File: config.mk
export PLATFORM = sky130hd
export DESIGN_NAME = bwr_div
export DESIGN_NICKNAME = d
export VERILOG_FILES = /design/src/rtl/bwr_pkg.sv /design/src/rtl/bwr_div.sv
export SDC_FILE = /design/constraint.sdc
export NUM_CORES = 1
export LEC_CHECK = 0
export ABC_AREA = 1
export BUFFER_PORTS_ARGS = -buffer_cell sky130_fd_sc_hd__buf_2
export CAP_MARGIN = 20
export CORE_ASPECT_RATIO = 1.25
export CORE_MARGIN = 5
export CORE_UTILIZATION = 30
export DETAILED_ROUTE_END_ITERATION = 10
export GPL_ROUTABILITY_DRIVEN = 1
export PLACE_DENSITY = 0.54
export SYNTH_ARGS = -nofsm -noshare
export SYNTH_HDL_FRONTEND = slang
export SYNTH_SLANG_ARGS = --single-unit
File: constraint.sdc
create_clock -name clock -period 8.3 [get_ports clock]
set_input_delay 0 -clock clock [delete_from_list [all_inputs] [get_ports clock]]
set_output_delay 0 -clock clock [all_outputs]
set_load 0.03 [all_outputs]
File: src/rtl/bwr_pkg.sv
// Shared types, codes and a helper function for the box wall reflection block.
`timescale 1ns / 1ps
package bwr_pkg;

   localparam int MaxBouncesDefault = 16;
   localparam int FracBitsDefault   = 16;

   // configuration register indexes
   localparam logic [2:0] REG_WALL_MODE   = 3'd0;
   localparam logic [2:0] REG_BOX_LEN_X   = 3'd1;
   localparam logic [2:0] REG_BOX_LEN_Y   = 3'd2;
   localparam logic [2:0] REG_BOX_LEN_Z   = 3'd3;
   localparam logic [2:0] REG_BACK_MARGIN = 3'd4;

   // wall modes
   localparam logic [1:0] MODE_BOUNCE   = 2'd0;
   localparam logic [1:0] MODE_SPECULAR = 2'd1;
   localparam logic [1:0] MODE_Z_ONLY   = 2'd2;

   // wall codes
   localparam logic [2:0] WALL_NONE   = 3'd0;
   localparam logic [2:0] WALL_X_LOW  = 3'd1;
   localparam logic [2:0] WALL_X_HIGH = 3'd2;
   localparam logic [2:0] WALL_Y_LOW  = 3'd3;
   localparam logic [2:0] WALL_Y_HIGH = 3'd4;
   localparam logic [2:0] WALL_Z_LOW  = 3'd5;
   localparam logic [2:0] WALL_Z_HIGH = 3'd6;

   typedef struct packed {
      logic        done;
      logic [30:0] quot;
   } bwr_div_stat_type;

   typedef struct packed {
      logic load;
      logic subtract;
   } bwr_step_ctl_type;

   // negate, saturating the most negative value
   function automatic logic signed [31:0] neg_sat(input logic signed [31:0] v);
      logic signed [31:0] r;
      if (v == 32'sh8000_0000) r = 32'sh7FFF_FFFF;
      else r = -v;
      return r;
   endfunction

endpackage

File: src/rtl/bwr_div.sv
// Iterative restoring divider for clamped back-times, one quotient bit a cycle.
`timescale 1ns / 1ps
module bwr_div #(
   parameter int FRAC_BITS = bwr_pkg::FracBitsDefault
) (
   input  logic                      clock,
   input  logic                      reset,
   input  logic                      start,
   input  logic [31:0]               num,
   input  logic [31:0]               den,
   output bwr_pkg::bwr_div_stat_type stat
);
   localparam int RW = (32 + FRAC_BITS > 63) ? 32 + FRAC_BITS + 1 : 64;

   logic [RW-1:0] rem_ff, rem_in, dsh_ff, dsh_in;
   logic [30:0]   quo_ff, quo_in;
   logic [4:0]    cnt_ff, cnt_in;
   logic          busy_ff, busy_in, done_ff, done_in;
   logic [RW-1:0] num_ext, lim_ext;

   assign num_ext = RW'({num, {FRAC_BITS{1'b0}}});
   assign lim_ext = RW'(den) << 31;

   always_comb begin
      rem_in  = rem_ff;
      dsh_in  = dsh_ff;
      quo_in  = quo_ff;
      cnt_in  = cnt_ff;
      busy_in = busy_ff;
      done_in = 1'b0;
      if (start) begin
         if (num_ext >= lim_ext) begin
            // quotient would reach 2^31 or more: clamp
            quo_in  = 31'h7FFF_FFFF;
            done_in = 1'b1;
         end else begin
            rem_in  = num_ext;
            dsh_in  = RW'(den) << 30;
            quo_in  = '0;
            cnt_in  = 5'd30;
            busy_in = 1'b1;
         end
      end else if (busy_ff) begin
         if (rem_ff >= dsh_ff) begin
            rem_in         = rem_ff - dsh_ff;
            quo_in[cnt_ff] = 1'b1;
         end
         dsh_in = dsh_ff >> 1;
         if (cnt_ff == 5'd0) begin
            busy_in = 1'b0;
            done_in = 1'b1;
         end else begin
            cnt_in = cnt_ff - 5'd1;
         end
      end
   end

   always_ff @(posedge clock) begin
      if (reset) begin
         busy_ff <= 1'b0;
         done_ff <= 1'b0;
      end else begin
         busy_ff <= busy_in;
         done_ff <= done_in;
      end
      rem_ff <= rem_in;
      dsh_ff <= dsh_in;
      quo_ff <= quo_in;
      cnt_ff <= cnt_in;
   end

   assign stat.done = done_ff;
   assign stat.quot = quo_ff;
endmodule

==> metrics.md <==
| Metric | Value |
|---|---|
| Final Max Slew Viols | `0` |
| # port buffers | `98` |
| F_max | `258 MHz` |
| Finished Layout Cells | `2,652` |
| Final nets | `2,224` |
| Vias in the first global route | `12,300` |
| WHS Path Cells | `2` |
| Dpl cells | `2,553` |
| ANT nets after route | `0` |
| Buf+Inv Stages, Crit Path | `5` |
| Post-layout util | `35.8%` |
| Yosys warnings | `0` |
| RSZ-0062 raised after global routing | `false` |
| Pre-Repair DR Iteration Count | `7` |
| CTS Sinks | `164` |
| Syn nets | `2,067` |
| Layout cells sized above 1 | `8.96%` |
| Mapped cell area | `13,000 um^2` |
| Yosys cell types | `38` |
| I/O pin count | `99` |
| Avg Cell Area, Syn | `6.77 um^2` |
| Final worst-path cycle share | `46.7%` |
| Area growth, synth to finish | `18.4%` |
| Hold Path Class | `in2reg` |
| # rows | `85` |
| Avg Vias per Cell | `4.63` |
| Sw Share | `44.1%` |
| Top_reg_cell synth | `edfxtp_1` |
| # DRC | `0` |
| Gate power share | `45.1%` |
| R2r startpoint | `dsh_ff[0]$_SDFFCE_PP0P_` |
| Clock transition at path regs | `0.08 ns` |
| Sw Pwr | `1.56 mW` |
| Ys async rst share | `0%` |
| Crit-path cells | `dlygate4sd3_1 -> buf_2 -> ha_1 -> nand2_1 -> nor3_1 -> nand3_1 -> nor2_1 -> a21oi_1 -> nand3_1 -> o21ai_4 -> buf_4 -> nand2_1 -> inv_2 -> buf_4` |
| Critical Path Source Type | `input pin` |
| Post-synth EDFFs | `162` |
| Post-route minimum period | `3.87 ns` |
| Multi-input logic area | `6540 um^2` |
| Internal | `1.97 mW` |
| Least-Margin Pin Slew | `1.04 ns` |
| Share of power burned in registers | `32.1%` |
| Setup TNS | `0 ns` |
| Commonest non-fill, non-tap cell in the layout | `nand2_1` |
| Hold_ws | `0.169 ns` |
| Worst Path Max Fanout | `63` |
| Yosys top cell area share | `37.5%` |
| Clk_lat worst skew | `0.46 ns` |
| Routability cong. | `0.968` |
| GRT Total Usage | `18.4%` |
| Hold Path Sink | `dsh_ff[14]$_SDFFCE_PP0P_` |
| H-tree depth | `4` |
| Most frequent cells in the layout | `615 x nand2_1, 376 x inv_1, 232 x nor2_1` |
| FF-to-FF setup slack | `4.74 ns` |
| RR Endpoint | `rem_ff[50]$_SDFFCE_PP0P_` |
| Clock Power Share | `22.8%` |
| Total Wirelength | `44,200 um` |
| DR WL/cell | `16.7 um` |
| Number of synthesized register bits | `164` |
| DR vias | `12,300` |
| Initial core utilization | `30.2%` |
| GRT overflow | `0` |
| Largest stage delay, worst path | `0.72 ns` |
| Reg area | `4900 um^2` |
| CP Class | `in2reg` |
| Seq/Total Area, Yosys | `37.8%` |
| CTS tree | `built` |
| Core area | `43,000 um^2` |
| Peak supply drop | `0.139 mV` |
| Top post-synthesis cells by area | `edfxtp_1 37%, nand2_1 18%, inv_1 11%, ha_1 8.0%, nor2_1 6.7%` |
| CP required | `8.37 ns` |
| Leakage | `7.82 nW` |
| Max-Cap Viols | `0` |
| Setup bufs post-CTS | `0` |
| Origin of the worst min-delay path | `start` |
| Yosys top cell by area | `edfxtp_1` |
| PD cells | `230 nW/um^2` |
| Slowest cell on the critical path | `buf_4` |
| Cts bufs inserted | `17` |
| Final Hold Viols | `0` |
| HPWL after DPL | `35,400 um` |
| Status | `complete, no violations` |
| Post-CTS resize count | `0` |
| Top delay family on crit path | `buffers and inverters` |
| CP endpoint kind | `flop` |
| CTS Root Cell | `clkbuf_16` |
| Die H | `243 um` |
| Die width | `196 um` |
| Final setup fails | `0` |
| Rel. slew slack | `30.3%` |
| Die area | `47,500 um^2` |
| First-pass GRT wire length | `68,500 um` |
| Detailed Route Iter0 Violations | `726` |
| Layout fillers | `4,698` |
| Crit path DAT | `3.95 ns` |
| Reg2reg path depth | `16` |
| Clk buf depth | `2` |
| Gate Count Post-Synth | `1,916` |
| Largest net degree at the start of global routing | `77` |
| Initial antenna violation count | `0` |
| Final Skew | `0.0206 ns` |
[power groups by stage]
stage | combinational (mW) | sequential, mW | clock, mW
after floorplan | 1.02 | 1.19 | 0
after global placement | 1.55 | 1.15 | 0
after detailed placement | 1.56 | 1.15 | 0
after CTS | 1.59 | 1.14 | 0.823
after global routing | 1.78 | 1.15 | 0.858
final | 1.59 | 1.13 | 0.804
[how the worst max path moves through the flow]
| stage | startpoint | end | cells past startpoint |
|---|---|---|---|
| after CTS | num[16] | rem_ff[56]$_SDFFCE_PP0P_ | 14 |
| after global routing | num[22] | rem_ff[52]$_SDFFCE_PP0P_ | 16 |
| final | num[16] | rem_ff[50]$_SDFFCE_PP0P_ | 14 |
| after detailed placement | num[16] | rem_ff[51]$_SDFFCE_PP0P_ | 13 |
| after floorplan | busy_ff$_SDFFE_PP0P_ | rem_ff[0]$_SDFFCE_PP0P_ | 4 |
| after global placement | num[16] | rem_ff[52]$_SDFFCE_PP0P_ | 13 |
[state kept, by name (all words and copies together), names as in the netlist]
register	flops
rem_ff	64
quo_ff	31
dsh_ff	62
cnt_ff	5
done_ff	1
busy_ff	1
[timing repair]
item / CTS / global route
hold endpoints to repair: 66 / 0
endpoints found under the setup margin: 0 / 0
hold buffers: 65 / 0
[cells in the mapped netlist, types with 14 or more instances]
cell / number
inv_1: 377
ha_1: 83
nor3_1: 17
o21ai_0: 101
nand3_1: 81
a21oi_1: 100
nor2_2: 15
nand2_1: 615
clkbuf_1: 22
nor2_1: 232
o21bai_1: 14
edfxtp_1: 162
nand2_2: 16
[cells by family after synthesis]
family,share of synthesized area (%)
xor+xnor,0.810
simple gates,31.9
buf+inv,12.0
compound gates,9.35
fa+ha+maj,8.16
flops,37.8
[final cells by class]
cell class              instances  area share (%)
clock buffers                  17            2.77
inverters                     382            9.33
repair buffers                168            7.77
diodes                          1          0.0163
multi-input cells            1340            42.5
well taps                     565            4.60
flip-flops and latches        164            31.9
clock inverters                15            1.05
[per-layer routing]
layer | share of wire, % | GRT usage, %
met5 | 0 | 0
met4 | 2.4 | 5.57
met3 | 3.1 | 2.50
met2 | 52 | 34.2
met1 | 42 | 22.0
[per-stage QoR]
| stage | instance area, um^2 | setup slack, ns | power [mW] |
|---|---|---|---|
| floorplan | 13000 | 1.48 | 2.22 |
| global placement | 14100 | 4.54 | 2.70 |
| detailed placement | 14100 | 4.47 | 2.72 |
| CTS | 15300 | 4.39 | 3.55 |
| global route | 15400 | 4.15 | 3.78 |
| finish | 15400 | 4.43 | 3.53 |
[worst reg2reg max path, cell delays in order (launching register included)]
cell      delay (ns)
edfxtp_1        0.38
ha_1            0.22
fa_1            0.42
inv_1           0.11
nand2_2         0.06
nand3_2         0.10
nand2_1         0.07
nand2_1         0.13
nand2_1         0.09
nand2_2         0.16
nand2_2         0.09
nand3_2         0.08
nand3_2         0.10
nand2_1         0.11
nand2_1         0.06
inv_2           0.21
buf_4           0.70
Note: power is estimated with default switching activity, not from simulation.
